===== config.mk =====
export PLATFORM = sky130hd
export DESIGN_NAME = avru_cordic
export DESIGN_NICKNAME = d
export VERILOG_FILES = /design/src/rtl/core/avru_pkg.sv /design/src/rtl/core/avru_cordic.sv
export SDC_FILE = /design/constraint.sdc
export NUM_CORES = 2
export LEC_CHECK = 0
export BUFFER_PORTS_ARGS = -buffer_cell sky130_fd_sc_hd__buf_2
export CAP_MARGIN = 20
export CORE_AREA = 5 5 646 456
export DETAILED_ROUTE_END_ITERATION = 10
export DIE_AREA = 0 0 651 461
export GPL_ROUTABILITY_DRIVEN = 1
export PLACE_DENSITY_LB_ADDON = 0.2
export SYNTH_ARGS = -nofsm -noshare
export SYNTH_HDL_FRONTEND = slang
export SYNTH_SLANG_ARGS = --single-unit

===== constraint.sdc =====
create_clock -name clk -period 22.6 [get_ports clk]
set_input_delay 1.13 -clock clk [delete_from_list [all_inputs] [get_ports clk]]
set_output_delay 1.13 -clock clk [all_outputs]
set_load 0.01 [all_outputs]

===== src/rtl/core/avru_pkg.sv =====
// Shared types and constants for the vector rotation unit.
// Used by avru_angle, avru_cordic, avru_rotate and axis_vector_rotation_unit.
// No dependencies.
`timescale 1ns / 1ps
`default_nettype none

package avru_pkg;

  localparam int COORD_W       = 32;
  localparam int ANGLE_W       = 32;
  localparam int TRIG_W        = 32;
  localparam int CORDIC_STAGES = 16;
  localparam int TRIG_FRAC     = 30;

  // angle folded into [-90, 90] degrees, Q8.16
  localparam int FOLD_W = 24;
  // unsigned angle in [0, 360) degrees, Q9.16
  localparam int DEG_W  = 25;

  localparam logic [DEG_W-1:0] DEG_QUARTER = DEG_W'(90 * 65536);
  localparam logic [DEG_W-1:0] DEG_HALF    = DEG_W'(180 * 65536);
  localparam logic [DEG_W-1:0] DEG_THREE_Q = DEG_W'(270 * 65536);
  localparam logic [DEG_W-1:0] DEG_FULL    = DEG_W'(360 * 65536);

  // integer degrees biased positive: 92 * 360, then mod 360 as 8 * (v mod 45)
  localparam int HI_BIAS   = 92 * 360;
  localparam int MOD_BASE  = 45;
  localparam int MOD_SHIFT = 16;
  localparam int MOD_RECIP = (1 << MOD_SHIFT) / MOD_BASE;

  // pi/180 in Q.44, split for two narrow multipliers
  localparam logic [63:0] DEG2RAD_Q44 = 64'd307041569098;
  localparam int          RAD_SPLIT   = 20;
  localparam logic signed [20:0] RAD_C_HI = 21'(DEG2RAD_Q44 >> RAD_SPLIT);
  localparam logic signed [20:0] RAD_C_LO =
    21'(DEG2RAD_Q44 & ((64'd1 << RAD_SPLIT) - 64'd1));

  localparam logic signed [TRIG_W-1:0] CORDIC_GAIN_Q30 = TRIG_W'(652032874);

  localparam logic signed [COORD_W-1:0] COORD_MAX = {1'b0, {(COORD_W-1){1'b1}}};
  localparam logic signed [COORD_W-1:0] COORD_MIN = {1'b1, {(COORD_W-1){1'b0}}};

  typedef enum logic [1:0] {
    AXIS_X   = 2'd0,
    AXIS_Y   = 2'd1,
    AXIS_Z   = 2'd2,
    AXIS_BAD = 2'd3
  } axis_t;

  // operands that ride alongside the angle path
  typedef struct packed {
    axis_t                     axis;
    logic                      neg;
    logic signed [COORD_W-1:0] pass;
    logic signed [COORD_W-1:0] p;
    logic signed [COORD_W-1:0] q;
  } side_t;

  // atan(2^-i) in Q30, rounded to nearest
  function automatic logic signed [TRIG_W-1:0] atan_q30(input int idx);
    logic signed [TRIG_W-1:0] v;
    case (idx)
      0:  v = TRIG_W'(843314857);
      1:  v = TRIG_W'(497837829);
      2:  v = TRIG_W'(263043837);
      3:  v = TRIG_W'(133525159);
      4:  v = TRIG_W'(67021687);
      5:  v = TRIG_W'(33543516);
      6:  v = TRIG_W'(16775851);
      7:  v = TRIG_W'(8388437);
      8:  v = TRIG_W'(4194283);
      9:  v = TRIG_W'(2097149);
      10: v = TRIG_W'(1048576);
      11: v = TRIG_W'(524288);
      12: v = TRIG_W'(262144);
      13: v = TRIG_W'(131072);
      14: v = TRIG_W'(65536);
      15: v = TRIG_W'(32768);
      16: v = TRIG_W'(16384);
      17: v = TRIG_W'(8192);
      18: v = TRIG_W'(4096);
      19: v = TRIG_W'(2048);
      20: v = TRIG_W'(1024);
      21: v = TRIG_W'(512);
      22: v = TRIG_W'(256);
      23: v = TRIG_W'(128);
      24: v = TRIG_W'(64);
      25: v = TRIG_W'(32);
      26: v = TRIG_W'(16);
      27: v = TRIG_W'(8);
      28: v = TRIG_W'(4);
      29: v = TRIG_W'(2);
      30: v = TRIG_W'(1);
      default: v = '0;
    endcase
    return v;
  endfunction

endpackage

`default_nettype wire


===== src/rtl/core/avru_cordic.sv =====
// Rotation-mode CORDIC, one micro-rotation per register stage.
// Produces cosine and sine in Q30 from a Q30 angle. Depends on avru_pkg.
`timescale 1ns / 1ps
`default_nettype none

module avru_cordic (
  input  wire logic                                 clk,
  input  wire logic                                 rst_n,
  input  wire logic                                 valid_i,
  output logic                                      ready_o,
  input  wire logic signed [avru_pkg::TRIG_W-1:0]   theta_i,
  input  wire avru_pkg::side_t                      side_i,
  output logic                                      valid_o,
  input  wire logic                                 ready_i,
  output logic signed [avru_pkg::TRIG_W-1:0]        cos_o,
  output logic signed [avru_pkg::TRIG_W-1:0]        sin_o,
  output avru_pkg::side_t                           side_o
);

  localparam int NSTG = avru_pkg::CORDIC_STAGES;

  logic                             vld_r  [NSTG];
  logic                             en     [NSTG];
  logic signed [avru_pkg::TRIG_W-1:0] x_r  [NSTG];
  logic signed [avru_pkg::TRIG_W-1:0] y_r  [NSTG];
  logic signed [avru_pkg::TRIG_W-1:0] z_r  [NSTG];
  avru_pkg::side_t                  sd_r   [NSTG];

  for (genvar i = 0; i < NSTG; i++) begin : g_stg
    logic                               vi;
    logic signed [avru_pkg::TRIG_W-1:0] xi;
    logic signed [avru_pkg::TRIG_W-1:0] yi;
    logic signed [avru_pkg::TRIG_W-1:0] zi;
    avru_pkg::side_t                    si;
    logic signed [avru_pkg::TRIG_W-1:0] x_nxt;
    logic signed [avru_pkg::TRIG_W-1:0] y_nxt;
    logic signed [avru_pkg::TRIG_W-1:0] z_nxt;

    if (i == 0) begin : g_head
      assign vi = valid_i;
      assign xi = avru_pkg::CORDIC_GAIN_Q30;
      assign yi = '0;
      assign zi = theta_i;
      assign si = side_i;
    end else begin : g_link
      assign vi = vld_r[i-1];
      assign xi = x_r[i-1];
      assign yi = y_r[i-1];
      assign zi = z_r[i-1];
      assign si = sd_r[i-1];
    end

    if (i == NSTG - 1) begin : g_tail
      assign en[i] = !vld_r[i] || ready_i;
    end else begin : g_mid
      assign en[i] = !vld_r[i] || en[i+1];
    end

    always_comb begin
      if (!zi[avru_pkg::TRIG_W-1]) begin
        x_nxt = xi - (yi >>> i);
        y_nxt = yi + (xi >>> i);
        z_nxt = zi - avru_pkg::atan_q30(i);
      end else begin
        x_nxt = xi + (yi >>> i);
        y_nxt = yi - (xi >>> i);
        z_nxt = zi + avru_pkg::atan_q30(i);
      end
    end

    always_ff @(posedge clk) begin
      if (!rst_n) begin
        vld_r[i] <= 1'b0;
      end else if (en[i]) begin
        vld_r[i] <= vi;
      end
    end

    always_ff @(posedge clk) begin
      if (en[i]) begin
        x_r[i]  <= x_nxt;
        y_r[i]  <= y_nxt;
        z_r[i]  <= z_nxt;
        sd_r[i] <= si;
      end
    end
  end

  assign ready_o = en[0];
  assign valid_o = vld_r[NSTG-1];
  assign cos_o   = x_r[NSTG-1];
  assign sin_o   = y_r[NSTG-1];
  assign side_o  = sd_r[NSTG-1];

endmodule

`default_nettype wire


== After elaboration in Yosys (flattened, before gate mapping) ==
Memories as Yosys holds them, arrays and structs flattened.
Index checks and enable logic that the tools add are counted.

* Register bits: 0
* Bits in writable memories: 3136
* Input bits: 135
* Output and inout bits: 165
* Logic and storage cells: 273
* Memories: 5

* $add $sub $neg: 92
* Muxes and demuxes: 128
* Bitwise operators: 16
* Reductions and logical operators: 32

{| class="wikitable"
|+ Memories
! memory !! words !! width !! read ports !! clocked after memory_dff !! wr ports !! RTL line !! RTL
|-
| sd_r || 16 || 99 || 16 || 0 || 16 || avru_cordic.sv:27 || <nowiki>avru_pkg::side_t sd_r [NSTG];</nowiki>
|-
| x_r || 16 || 32 || 16 || 0 || 16 || avru_cordic.sv:24 || <nowiki>logic signed [avru_pkg::TRIG_W-1:0] x_r [NSTG];</nowiki>
|-
| y_r || 16 || 32 || 16 || 0 || 16 || avru_cordic.sv:25 || <nowiki>logic signed [avru_pkg::TRIG_W-1:0] y_r [NSTG];</nowiki>
|-
| z_r || 16 || 32 || 15 || 0 || 16 || avru_cordic.sv:26 || <nowiki>logic signed [avru_pkg::TRIG_W-1:0] z_r [NSTG];</nowiki>
|-
| vld_r || 16 || 1 || 16 || 0 || 16 || avru_cordic.sv:22 || <nowiki>logic vld_r [NSTG];</nowiki>
|}

{| class="wikitable"
|+ Operators with widths
! operator !! number
|-
| $mux W32 || 47
|-
| $mux W1 || 81
|-
| $add A32 B17 Y32 || 2
|-
| $add A32 B18 Y32 || 2
|-
| $add A32 B19 Y32 || 2
|-
| $add A32 B20 Y32 || 2
|-
| $add A32 B21 Y32 || 2
|-
| $add A32 B22 Y32 || 2
|-
| $add A32 B22 Y32 const B || 2
|-
| $add A32 B23 Y32 || 2
|-
| $add A32 B24 Y32 || 2
|-
| $add A32 B25 Y32 || 2
|-
| $add A32 B26 Y32 || 2
|-
| $add A32 B27 Y32 || 2
|-
| $add A32 B28 Y32 || 2
|-
| $add A32 B29 Y32 || 2
|-
| $add A32 B30 Y32 || 2
|-
| $add A32 B31 Y32 || 2
|-
| $sub A32 B17 Y32 || 2
|-
| $sub A32 B18 Y32 || 2
|-
| $sub A32 B19 Y32 || 2
|-
| $sub A32 B20 Y32 || 2
|-
| $sub A32 B21 Y32 || 2
|-
| $sub A32 B22 Y32 || 2
|-
| 41 further kinds || 96
|}

== Longest topological paths before layout ==
An unclocked memory read counts as a cell.

* Depth in word-level cells: 22
* Gate-level depth with buffers: 22
* Gate-level depth less buffers: 22

== Worst setup path before layout ==
OpenSTA, ideal clock, no wires.

* Kind: input to output
* Start: in ready_i
* End: out ready_o
* Arrival time: 17341 ps
* Data required time: 21470 ps
* Slack: 4129 ps
* Stages on the path: 11
* Path buffers: 0
* Cell sequence: nor2b_1 > nand2_1 > nor2_1 > and2_1 > and3_1 > and3_1 > inv_1 > nor2_1 > inv_1 > nor2_1 > nand2_1

{| class="wikitable"
|+ RTL lines
! element !! RTL line !! RTL
|-
| start: declaration || avru_cordic.sv:14 || <nowiki>input wire logic ready_i,</nowiki>
|-
| end: declaration || avru_cordic.sv:10 || <nowiki>output logic ready_o,</nowiki>
|}

==> impl_metrics.json <==
{
  "yosysWarnings": 0,
  "place_congestion": 0.949,
  "via_per_inst": 5.90,
  "endpoint_kind": "output pin",
  "worstSetupPathType": "register to output pin",
  "setup_viol": 0,
  "ctsResizeCount": 0,
  "initial_core_util_pct": 54.7,
  "hold_violations": 0,
  "area_growth_pct": 9.82,
  "finClkSkew_ps": 99.0,
  "synthMuxAreaShare_pct": 0.760,
  "drive_gt1_share_pct": 6.98,
  "worstPathArrival_ps": 6820,
  "antenna_found_initial": 9,
  "period_share_pct": 35.2,
  "post_cts_buffers": 0,
  "drt-initial-drc-count": 10041,
  "yosys_most_used_dff": "edfxtp_1",
  "cp_max_fo": 106,
  "slew_headroom_pct": 24.3,
  "clock_path_buffers": 4,
  "insertion_delay_ps": 890,
  "hold_class": "register to register",
  "final_net_count": 14831,
  "clock-root-buffer": "clkbuf_16",
  "synth_cell_types": 97,
  "die_x_um": 651,
  "max_freq_ghz": 0.126,
  "synth_seq_cells": 2906,
  "grt_max_degree": 150,
  "numPortBuffers": 299,
  "clkTransAtPathRegs_ps": 60,
  "rsz0062_at_grt": "false",
  "dr.pass1.iters": 8,
  "dr_total_vias": 102903,
  "ant_nets": 0,
  "rows": 165,
  "status": "completed",
  "dp_hpwl_mm": 272,
  "first_global_vias": 98476,
  "drcViolationCount": 0,
  "tritoncts": "yes",
  "synth_top_family_by_area": "compound AO/OA/AOI/OAI gates",
  "core-area_mm2": 0.288,
  "track_usage_pct": 23.8,
  "async_reset_ff_share_pct": 0,
  "tns_ps": 0,
  "avgSynthCellArea_um2": 12.2,
  "synth_simple_gate_area_share_pct": 9.03,
  "htree_num_levels": 5,
  "overflow": 0,
  "max_cap_violations": 0,
  "synth_xor_area_share_pct": 9.29,
  "synth_adder_area_share_pct": 10.6,
  "pin_count": 300,
  "crit_path_start_kind": "register",
  "synth_edf_count": 2905,
  "wire_per_inst_um": 20.8,
  "numCtsBuffers": 287,
  "clkSinkCount": 2906,
  "synth_area_mm2": 0.157,
  "synthCells": 12888,
  "grt_pass1_wl_mm": 567,
  "synth-compound-area-share_pct": 13.5,
  "ys_seq_area_share_pct": 55.4,
  "die_h_um": 461,
  "slew_viol_final": 0,
  "fin_crit_ps": 7950,
  "crit_required_ps": 21470,
  "dieArea_mm2": 0.300,
  "tightest_slew_ps": 1140,
  "syn-num-nets": 14328,
  "routed_wl_mm": 364,
  "hold_buffers": 0
}
==> critical path, cell delays in order (launching register included) <==
cell	delay, ps
edfxtp_1	330
nor2b_1	560
nand2_4	650
nor2_1	600
and2_1	420
and3_1	480
and3_1	440
inv_8	300
nor2_1	670
inv_8	410
nor2_1	510
nand2_4	210
buf_2	270
==> path summary, 6_finish.rpt <==
path / endpoint / cells past startpoint / startpoint / slack (ps)
min reg2reg: sd_r[1][730]$_DFFE_PP_ / 0 / sd_r[1][631]$_DFFE_PP_ / 350
max reg2reg: y_r[0][58]$_DFFE_PP_ / 13 / vld_r[1][7]$_DFFE_PP_ / 15320
min: sd_r[1][730]$_DFFE_PP_ / 0 / sd_r[1][631]$_DFFE_PP_ / 350
max: ready_o / 12 / vld_r[1][7]$_DFFE_PP_ / 14650
==> layout make-up <==
class,count,area (um^2)
diodes,3,7.51
clock buffers,355,7590
clock inverters,150,1490
fillers,22468,115000
inverters,456,1760
multi-input cells,9370,68000
flip-flops and latches,2906,87300
well taps,3841,4810
repair buffers,370,2040
==> synthesized netlist by cell type, drive strengths merged, types with 43 or more instances <==
cell type	count	share of area [%]
or3	73	0.29
nand2b	213	0.85
a211oi	97	0.48
xor2	594	3.3
o21bai	158	0.75
ha	1262	10
nor4	88	0.38
edfxtp	2905	55
nand4	65	0.26
nand2	504	1.2
a31oi	117	0.47
mux2	61	0.44
fa	43	0.55
o211ai	44	0.21
clkbuf	121	0.29
inv	454	1.1
mux2i	51	0.32
xnor2	1076	6.0
a21o	618	2.9
and3	129	0.51
o31ai	60	0.29
a21oi	1260	4.0
nor2	1046	2.5
nor3	290	0.92
and2	58	0.23
nand3	164	0.52
o21a	179	0.85
nor2b	136	0.54
o21ai	508	1.6
==> per-layer routing <==
layer	share of wire, %	up-vias	routed length [um]	track usage [%]
met5	0	-	0	0
met4	1.9	0	6830	4.65
met3	6.7	432	24500	3.07
met2	43	3149	156000	35.8
met1	48	49919	176000	37.1
li1	-	49403	-	-
==> cell usage in the layout, fill, tap and decap left out, types with 62 or more instances in the layout <==
cell type	n
a211oi_1	92
a21o_1	618
a21oi_1	1259
a31oi_1	116
and3_1	129
buf_2	304
buf_4	62
clkbuf_16	294
edfxtp_1	2905
ha_1	1262
inv_1	446
nand2_1	497
nand2b_1	213
nand3_1	163
nand4_1	65
nor2_1	1046
nor2b_1	136
nor3_1	290
nor4_1	82
o21a_1	179
o21ai_0	494
o21bai_1	158
or3_1	73
xnor2_1	1075
xor2_1	594
==> logic make-up after synthesis <==
family                     after synthesis
buffers and inverters                  612
muxes                                  112
adders and majority gates             1305
AOI/OAI and AO/OA                     3357
DFF                                   2906
xor gates and xnor gates              1670
and+or+nand+nor                       2926
==> flip-flops by register name, indices dropped and copies added, names as in the netlist <==
name and count:
sd_r 1584, y_r 481, x_r 456, z_r 369
vld_r 16
==> per-stage QoR <==
step | setup slack, ps | cells | hold slack [ps] | util (%) | cell area (um^2)
after floorplan | 4130 | 12888 | 400 | - | 157000
after global placement | 14680 | 16936 | 400 | 57.0 | 164000
after detailed placement | 14490 | 16939 | 405 | 57.0 | 164000
after CTS | 14380 | 17444 | 342 | 60.1 | 173000
after global routing | 14150 | 17449 | 348 | 60.1 | 173000
final | 14650 | 17451 | 352 | 60.1 | 173000
Power is left out: the tool's default activity adds up to more than one toggle a clock period on the data nets, which glitch-free logic cannot reach.
