[src/rtl/core/avru_pkg.sv]
// Shared types and constants for the vector rotation unit.
// Used by avru_angle, avru_cordic, avru_rotate and axis_vector_rotation_unit.
// No dependencies.
`timescale 1ns / 1ps
`default_nettype none

package avru_pkg;

  localparam int COORD_W       = 32;
  localparam int ANGLE_W       = 32;
  localparam int TRIG_W        = 32;
  localparam int CORDIC_STAGES = 16;
  localparam int TRIG_FRAC     = 30;

  // angle folded into [-90, 90] degrees, Q8.16
  localparam int FOLD_W = 24;
  // unsigned angle in [0, 360) degrees, Q9.16
  localparam int DEG_W  = 25;

  localparam logic [DEG_W-1:0] DEG_QUARTER = DEG_W'(90 * 65536);
  localparam logic [DEG_W-1:0] DEG_HALF    = DEG_W'(180 * 65536);
  localparam logic [DEG_W-1:0] DEG_THREE_Q = DEG_W'(270 * 65536);
  localparam logic [DEG_W-1:0] DEG_FULL    = DEG_W'(360 * 65536);

  // integer degrees biased positive: 92 * 360, then mod 360 as 8 * (v mod 45)
  localparam int HI_BIAS   = 92 * 360;
  localparam int MOD_BASE  = 45;
  localparam int MOD_SHIFT = 16;
  localparam int MOD_RECIP = (1 << MOD_SHIFT) / MOD_BASE;

  // pi/180 in Q.44, split for two narrow multipliers
  localparam logic [63:0] DEG2RAD_Q44 = 64'd307041569098;
  localparam int          RAD_SPLIT   = 20;
  localparam logic signed [20:0] RAD_C_HI = 21'(DEG2RAD_Q44 >> RAD_SPLIT);
  localparam logic signed [20:0] RAD_C_LO =
    21'(DEG2RAD_Q44 & ((64'd1 << RAD_SPLIT) - 64'd1));

  localparam logic signed [TRIG_W-1:0] CORDIC_GAIN_Q30 = TRIG_W'(652032874);

  localparam logic signed [COORD_W-1:0] COORD_MAX = {1'b0, {(COORD_W-1){1'b1}}};
  localparam logic signed [COORD_W-1:0] COORD_MIN = {1'b1, {(COORD_W-1){1'b0}}};

  typedef enum logic [1:0] {
    AXIS_X   = 2'd0,
    AXIS_Y   = 2'd1,
    AXIS_Z   = 2'd2,
    AXIS_BAD = 2'd3
  } axis_t;

  // operands that ride alongside the angle path
  typedef struct packed {
    axis_t                     axis;
    logic                      neg;
    logic signed [COORD_W-1:0] pass;
    logic signed [COORD_W-1:0] p;
    logic signed [COORD_W-1:0] q;
  } side_t;

  // atan(2^-i) in Q30, rounded to nearest
  function automatic logic signed [TRIG_W-1:0] atan_q30(input int idx);
    logic signed [TRIG_W-1:0] v;
    case (idx)
      0:  v = TRIG_W'(843314857);
      1:  v = TRIG_W'(497837829);
      2:  v = TRIG_W'(263043837);
      3:  v = TRIG_W'(133525159);
      4:  v = TRIG_W'(67021687);
      5:  v = TRIG_W'(33543516);
      6:  v = TRIG_W'(16775851);
      7:  v = TRIG_W'(8388437);
      8:  v = TRIG_W'(4194283);
      9:  v = TRIG_W'(2097149);
      10: v = TRIG_W'(1048576);
      11: v = TRIG_W'(524288);
      12: v = TRIG_W'(262144);
      13: v = TRIG_W'(131072);
      14: v = TRIG_W'(65536);
      15: v = TRIG_W'(32768);
      16: v = TRIG_W'(16384);
      17: v = TRIG_W'(8192);
      18: v = TRIG_W'(4096);
      19: v = TRIG_W'(2048);
      20: v = TRIG_W'(1024);
      21: v = TRIG_W'(512);
      22: v = TRIG_W'(256);
      23: v = TRIG_W'(128);
      24: v = TRIG_W'(64);
      25: v = TRIG_W'(32);
      26: v = TRIG_W'(16);
      27: v = TRIG_W'(8);
      28: v = TRIG_W'(4);
      29: v = TRIG_W'(2);
      30: v = TRIG_W'(1);
      default: v = '0;
    endcase
    return v;
  endfunction

endpackage

`default_nettype wire

[src/rtl/core/avru_angle.sv]
// Angle front end: reduce degrees mod 360, fold to [-90, 90], convert to Q30 radians.
// Five register stages with per-stage valid and ready. Depends on avru_pkg.
`timescale 1ns / 1ps
`default_nettype none

module avru_angle (
  input  wire logic                                   clk,
  input  wire logic                                   rst_n,
  input  wire logic                                   valid_i,
  output logic                                        ready_o,
  input  wire logic signed [avru_pkg::ANGLE_W-1:0]    angle_i,
  input  wire avru_pkg::side_t                        side_i,
  output logic                                        valid_o,
  input  wire logic                                   ready_i,
  output logic signed [avru_pkg::TRIG_W-1:0]          theta_o,
  output avru_pkg::side_t                             side_o
);

  localparam int NSTG = 5;
  localparam int ANGLE_HI_MSB = avru_pkg::ANGLE_W - 1;

  logic vld_r [NSTG];
  logic en    [NSTG];

  // stage A: bias integer degrees, estimate quotient by 45
  logic [16:0]           hb_nxt;
  logic [13:0]           vm_nxt;
  logic [24:0]           qm_nxt;
  logic [24:0]           qm_r;
  logic [13:0]           vm_r;
  logic [2:0]            l3_r;
  logic [15:0]           lo_r;
  avru_pkg::side_t       sa_r;

  // stage B: remainder, rebuild angle in [0, 360)
  logic [8:0]            q_est;
  logic [13:0]           q45;
  logic [13:0]           rem_raw;
  logic [5:0]            rem;
  logic [avru_pkg::DEG_W-1:0] a_nxt;
  logic [avru_pkg::DEG_W-1:0] a_r;
  avru_pkg::side_t       sb_r;

  // stage C: fold to [-90, 90]
  logic signed [avru_pkg::DEG_W:0]      a_s;
  logic signed [avru_pkg::DEG_W:0]      af_full;
  logic signed [avru_pkg::FOLD_W-1:0]   af_r;
  avru_pkg::side_t                      sc_nxt;
  avru_pkg::side_t                      sc_r;

  // stage D: split multiply by pi/180
  logic signed [44:0]    ph_r;
  logic signed [44:0]    pl_r;
  avru_pkg::side_t       sd_r;

  // stage E: combine and round to Q30
  logic signed [63:0]    tsum;
  logic signed [avru_pkg::TRIG_W-1:0] theta_r;
  avru_pkg::side_t       se_r;

  assign en[NSTG-1] = !vld_r[NSTG-1] || ready_i;
  assign en[3]      = !vld_r[3] || en[4];
  assign en[2]      = !vld_r[2] || en[3];
  assign en[1]      = !vld_r[1] || en[2];
  assign en[0]      = !vld_r[0] || en[1];

  assign ready_o = en[0];
  assign valid_o = vld_r[NSTG-1];
  assign theta_o = theta_r;
  assign side_o  = se_r;

  always_ff @(posedge clk) begin
    if (!rst_n) begin
      for (int k = 0; k < NSTG; k++) begin
        vld_r[k] <= 1'b0;
      end
    end else begin
      if (en[0]) vld_r[0] <= valid_i;
      for (int k = 1; k < NSTG; k++) begin
        if (en[k]) vld_r[k] <= vld_r[k-1];
      end
    end
  end

  always_comb begin
    hb_nxt = 17'({angle_i[ANGLE_HI_MSB], angle_i[ANGLE_HI_MSB:16]} + 17'(avru_pkg::HI_BIAS));
    vm_nxt = hb_nxt[16:3];
    qm_nxt = 25'(vm_nxt) * 25'(avru_pkg::MOD_RECIP);
  end

  always_ff @(posedge clk) begin
    if (en[0]) begin
      qm_r <= qm_nxt;
      vm_r <= vm_nxt;
      l3_r <= hb_nxt[2:0];
      lo_r <= angle_i[15:0];
      sa_r <= side_i;
    end
  end

  always_comb begin
    q_est   = qm_r[24:avru_pkg::MOD_SHIFT];
    q45     = 14'(q_est * 14'(avru_pkg::MOD_BASE));
    rem_raw = vm_r - q45;
    if (rem_raw >= 14'(avru_pkg::MOD_BASE)) begin
      rem = 6'(rem_raw - 14'(avru_pkg::MOD_BASE));
    end else begin
      rem = 6'(rem_raw);
    end
    a_nxt = {rem, l3_r, lo_r};
  end

  always_ff @(posedge clk) begin
    if (en[1]) begin
      a_r  <= a_nxt;
      sb_r <= sa_r;
    end
  end

  always_comb begin
    a_s    = $signed({1'b0, a_r});
    sc_nxt = sb_r;
    if (a_r <= avru_pkg::DEG_QUARTER) begin
      af_full    = a_s;
      sc_nxt.neg = 1'b0;
    end else if (a_r < avru_pkg::DEG_THREE_Q) begin
      af_full    = a_s - $signed({1'b0, avru_pkg::DEG_HALF});
      sc_nxt.neg = 1'b1;
    end else begin
      af_full    = a_s - $signed({1'b0, avru_pkg::DEG_FULL});
      sc_nxt.neg = 1'b0;
    end
  end

  always_ff @(posedge clk) begin
    if (en[2]) begin
      af_r <= af_full[avru_pkg::FOLD_W-1:0];
      sc_r <= sc_nxt;
    end
  end

  always_ff @(posedge clk) begin
    if (en[3]) begin
      ph_r <= 45'(af_r) * 45'(avru_pkg::RAD_C_HI);
      pl_r <= 45'(af_r) * 45'(avru_pkg::RAD_C_LO);
      sd_r <= sc_r;
    end
  end

  always_comb begin
    tsum = (64'(ph_r) <<< avru_pkg::RAD_SPLIT) + 64'(pl_r)
         + (64'sd1 <<< (avru_pkg::TRIG_FRAC - 1));
  end

  always_ff @(posedge clk) begin
    if (en[4]) begin
      theta_r <= tsum[avru_pkg::TRIG_FRAC +: avru_pkg::TRIG_W];
      se_r    <= sd_r;
    end
  end

endmodule

`default_nettype wire

[config.mk]
export PLATFORM = sky130hd
export DESIGN_NAME = avru_angle
export DESIGN_NICKNAME = d
export VERILOG_FILES = /design/src/rtl/core/avru_pkg.sv /design/src/rtl/core/avru_angle.sv
export SDC_FILE = /design/constraint.sdc
export NUM_CORES = 2
export LEC_CHECK = 0
export BUFFER_PORTS_ARGS = -buffer_cell sky130_fd_sc_hd__buf_2
export CORE_UTILIZATION = 45
export CTS_CLUSTER_DIAMETER = 120
export DETAILED_ROUTE_END_ITERATION = 6
export PLACE_DENSITY = 0.64
export SLEW_MARGIN = 40
export SYNTH_ARGS = -nofsm -noshare
export SYNTH_HDL_FRONTEND = slang
export SYNTH_SLANG_ARGS = --single-unit
[constraint.sdc]
create_clock -name clk -period 9.9 [get_ports clk]
set_clock_uncertainty 0.1 [all_clocks]
set_input_delay 2.97 -clock clk [delete_from_list [all_inputs] [get_ports clk]]
set_output_delay 2.97 -clock clk [all_outputs]
set_load 0.01 [all_outputs]
# After elaboration in Yosys (flattened, before gate mapping)
# Memory sizes are Yosys's and may differ from the RTL's.
# Cells that the tools add are included.
# totals
wordCells	87
mem_count	1
out_inout_bits	133
ramBits	5
reg_bits	714
# op_classes
order_cmp	3
bitwise_logic	5
mul	4
n_addsub	7
reduce_logical	10
mux	25
# mem_list
memory	words	word_bits	read_ports	rd_ports_with_merged_regs	write_ports	line	text
vld_r	5	1	5	0	5	avru_angle.sv:22	logic vld_r [NSTG];
# ops
op	count
adder 62 x 31 -> 62 bit, second input constant	1
adder 62 x 45 -> 62 bit	1
2-to-1 mux 24 bit	2
multiplier 24 x 20 -> 44 bit, second input constant	1
multiplier 24 x 20 -> 42 bit, second input constant	1
less-or-equal comparator 25 x 23 -> 1 bit, second input constant	1
< comparator 25 bit, second input constant	1
subtractor 24 x 23 -> 24 bit, second input constant	1
subtractor 24 bit, second input constant	1
2-to-1 mux 1 bit	22
multiplier 14 x 7 -> 21 bit, second input constant	1
adder 17 x 16 -> 17 bit, second input constant	1
greater-or-equal comparator 14 x 6 -> 1 bit, second input constant	1
multiplier 9 x 6 -> 14 bit, second input constant	1
subtractor 14 bit	1
2-to-1 mux 6 bit	1
subtractor 6 bit, second input constant	1
logical NOT 1 bit	5
logical OR 1 bit	5
OR 1 bit	5

# Logic depth before layout (Yosys ltp)
# An unclocked memory read counts as a cell.
# depth
depth_word	11
mapped_depth	26
ltp_nobuf	24

# Worst setup path before layout
# Ideal clock, no wire load.
# synth_timing
path_kind	input to output
from	input port ready_i
to	output port ready_o
required_time_ns	6.830
n_path_buf	0
t_arrival_ns	6.470
path_slack_ns	0.360
cell_stages	4
path_cell_list	nor2b_1 > and2_1 > and3_1 > nand2_1
# synth_via
elab_chain_cells	5
# synth_lines
item	line	text
start: declaration	avru_angle.sv:14	input wire logic ready_i,
logical OR 1 bit	avru_angle.sv:61	assign en[NSTG-1] = !vld_r[NSTG-1] || ready_i;
logical OR 1 bit	avru_angle.sv:62	assign en[3] = !vld_r[3] || en[4];
logical OR 1 bit	avru_angle.sv:63	assign en[2] = !vld_r[2] || en[3];
logical OR 1 bit	avru_angle.sv:64	assign en[1] = !vld_r[1] || en[2];
logical OR 1 bit	avru_angle.sv:65	assign en[0] = !vld_r[0] || en[1];
end: declaration	avru_angle.sv:10	output logic ready_o,
# No other way between the ends.

# Worst setup path in the final report
# layout_timing
from	input port angle_i[21] (netlist bit)
to	register qm_r[24] (data pin)
# layout_via
elab_chain_cells	2
# layout_lines
item	line	text
start: declaration	avru_angle.sv:11	input wire logic signed [avru_pkg::ANGLE_W-1:0] angle_i,
adder 17 x 16 -> 17 bit	avru_angle.sv:86	hb_nxt = 17'({angle_i[ANGLE_HI_MSB], angle_i[ANGLE_HI_MSB:16]} + 17'(avru_pkg::HI_BIAS));
named net hb_nxt[5]	avru_angle.sv:26	logic [16:0] hb_nxt;
multiplier 14 x 7 -> 21 bit	avru_angle.sv:88	qm_nxt = 25'(vm_nxt) * 25'(avru_pkg::MOD_RECIP);
named net qm_nxt[24]	avru_angle.sv:28	logic [24:0] qm_nxt;
end signal: assignment	avru_angle.sv:93	qm_r <= qm_nxt;
end: declaration	avru_angle.sv:29	logic [24:0] qm_r;
# The timed path passes the listed nets, and every way through them passes these cells.
# A chain may end at the register's enable or synchronous reset.

==> metrics.txt <==
status=finished clean; worst skew pair latency=between 0.6 and 0.7 ns; most common cell in the netlist=inv_1; Yosys top cell area share=approximately 48%; Slew HR=about 48%; startpoint types=input pin; CTS resizes=0; period utilization=79.3%; final setup violation count=0; overall routing resource usage=between 15 and 20%; minimum clock period=just under 8 ns; CTS buffer count=between 70 and 80; Post-synth EDFFs=688; die height=approximately 310 um; routability-driven placement congestion ratio=approximately 0.88; synthesized area per cell=roughly 14 um2; global route overflow=0; remaining antenna violation count=0; Port Buffers=~270; Fin. Hold Viols=0; core area=~0.095 mm2; Post-Syn Instances=~3200; Slew @ Worst Pin=0.780 ns; Slowest-stage cell, CP=fa_1; CTS Hold Bufs=0; Critical Path RT=10.19 ns; die width=approximately 310 um; fin util=between 50% and 60%; yosys warns=0; Vias=around 23000; initial antenna violation count=14; sequential share of the synthesized area=between 40 and 50%; final setup TNS=0 ns; vias in the first global route=roughly 25000; share of cells above drive strength 1=about an eighth; DRT Pass-1 Iters=5; die area=about 0.098 mm2; Routed wire per std cell=between 15 and 20 um; Worst setup EP type=register; CP Class=in2reg; TritonCTS clock tree=done; Async SR Flop Fraction=0%; drt total wl=roughly 84 mm; Distinct cells, synth=73; min-delay worst type=reg2reg; Post-CTS Setup Repair Bufs=0; Worst-path clk slew=roughly 0.060 ns; Worst Path Max Fanout=5; P&R area growth vs syn=12.9%; syn_nets=between 4000 and 5000; DR iter-0 viols=between 1000 and 1500; Starting Density=45.6%; post-DR vias/cell=just under 5; row count=113; Synth top cells by count=inv_1 (691), edfxtp_1 (688), ha_1 (563), fa_1 (400), xnor2_1 (116); FF+latch count, synth=688; hpwl dp=roughly 65 mm; Synth area leaders=edfxtp_1 (48%), fa_1 (18%), ha_1 (16%), inv_1 (6.0%), xnor2_1 (2.3%); worst-path cell chain=buf_2 -> inv_1 -> ha_1 -> inv_1 -> a21oi_1 -> nor2_1 -> xor2_1 -> ha_1 -> fa_1 -> fa_1 -> fa_1 -> ha_1 -> a21o_1 -> a21oi_1 -> o21ai_1 -> a41oi_1 -> a21oi_1 -> a211o_1 -> a21oi_1 -> xor2_1; fin nets=~4600; CTS Buffer Depth=3; largest net degree at the start of global routing=between 70 and 80; FMAX=127 MHz; cell mode on critical path=a21oi_1; critical path's largest stage delay=0.58 ns; Worst path top cell family by delay=adder cells; io pins=268; clk root buf=clkbuf_16; Post-Synthesis Cell Area=about 0.043 mm2; maxcap violations=0; Most used DFF post-synth=edfxtp_1; DRC Markers=0; first-pass GRT wire length=133 mm; RSZ-0062 raised after global routing=no; H-tree depth=3; count of pins over their slew limit=0; Synth area leader=edfxtp_1; CP Data Arrival Time=between 8 and 9 ns; Sink Count=688; CP bufs+invs=3
-- path summary, 6_finish.rpt --
| kind | start | to | slack, ns | cells past startpoint |
|---|---|---|---|---|
| setup reg to reg | af_r[11]$_DFFE_PP_ | ph_r[39]$_DFFE_PP_ | 2.33 | 19 |
| hold reg to reg | sa_r[28]$_DFFE_PN_ | sb_r[28]$_DFFE_PP_ | 0.30 | 0 |
| setup / recovery | angle_i[21] | qm_r[24]$_DFFE_PN_ | 2.05 | 20 |
| hold / removal | sa_r[28]$_DFFE_PN_ | sb_r[28]$_DFFE_PP_ | 0.30 | 0 |
-- cells in the final DEF, fill, tap and decap left out, types with 30 or more instances in the layout --
master	netlist	layout
a21o_1	35	35
a21oi_1	111	111
buf_2	0	266
clkbuf_16	0	74
edfxtp_1	688	688
fa_1	400	400
ha_1	563	563
inv_1	691	688
nand2_1	69	67
nor2_1	88	88
nor3_1	30	30
o21ai_0	56	56
xnor2_1	116	116
xor2_1	37	37
-- area by class of cell --
| type | count | area [um2] |
|---|---|---|
| Sequential cell | 688 | 20700 |
| Inverter | 692 | 2610 |
| Multi-Input combinational cell | 1760 | 20100 |
| Tap cell | 1265 | 1580 |
| Timing Repair Buffer | 297 | 1580 |
| Clock buffer | 82 | 1880 |
| Antenna cell | 7 | 17.5 |
| Fill cell | 8221 | 46300 |
| Clock inverter | 47 | 552 |
-- cell families after synthesis --
group	share of synthesized area [%]
AND/OR/NAND/NOR	3.47
adder cells (fa/ha/maj)	34.7
buffers and inverters	6.10
flip-flops	47.6
XOR/XNOR	3.09
multiplexers	0.115
AO/OA/AOI/OAI	4.98
-- per-layer routing --
metal	vias up	track usage (%)	part of all wire, %
li1	11389	-	-
met1	11326	22.0	42
met2	416	31.0	50
met3	124	4.11	5.4
met4	8	5.17	2.6
met5	-	0	0.063
-- registers in the layout, summed over array words and instances (netlist names), 9 cells and up --
signal   count
sd_r        99
af_r        24
qm_r         9
lo_r        16
sb_r        98
ph_r        42
side_o      99
theta_o     32
sa_r        98
a_r         25
sc_r        99
pl_r        25
vm_r        14
-- per-stage QoR --
step,hold WS (ns),worst slack [ns],cell area (um2),std cells
after floorplan,0.300,0.360,43400,3154
after global placement,0.300,1.28,46500,4702
after detailed placement,0.305,1.27,46600,4702
after CTS,0.294,1.96,49000,4831
after global routing,0.290,1.56,49000,4837
final,0.296,2.05,49000,4838
Power is not shown: default switching activity piles up to over one toggle a cycle in this logic, so the estimate is an artifact.
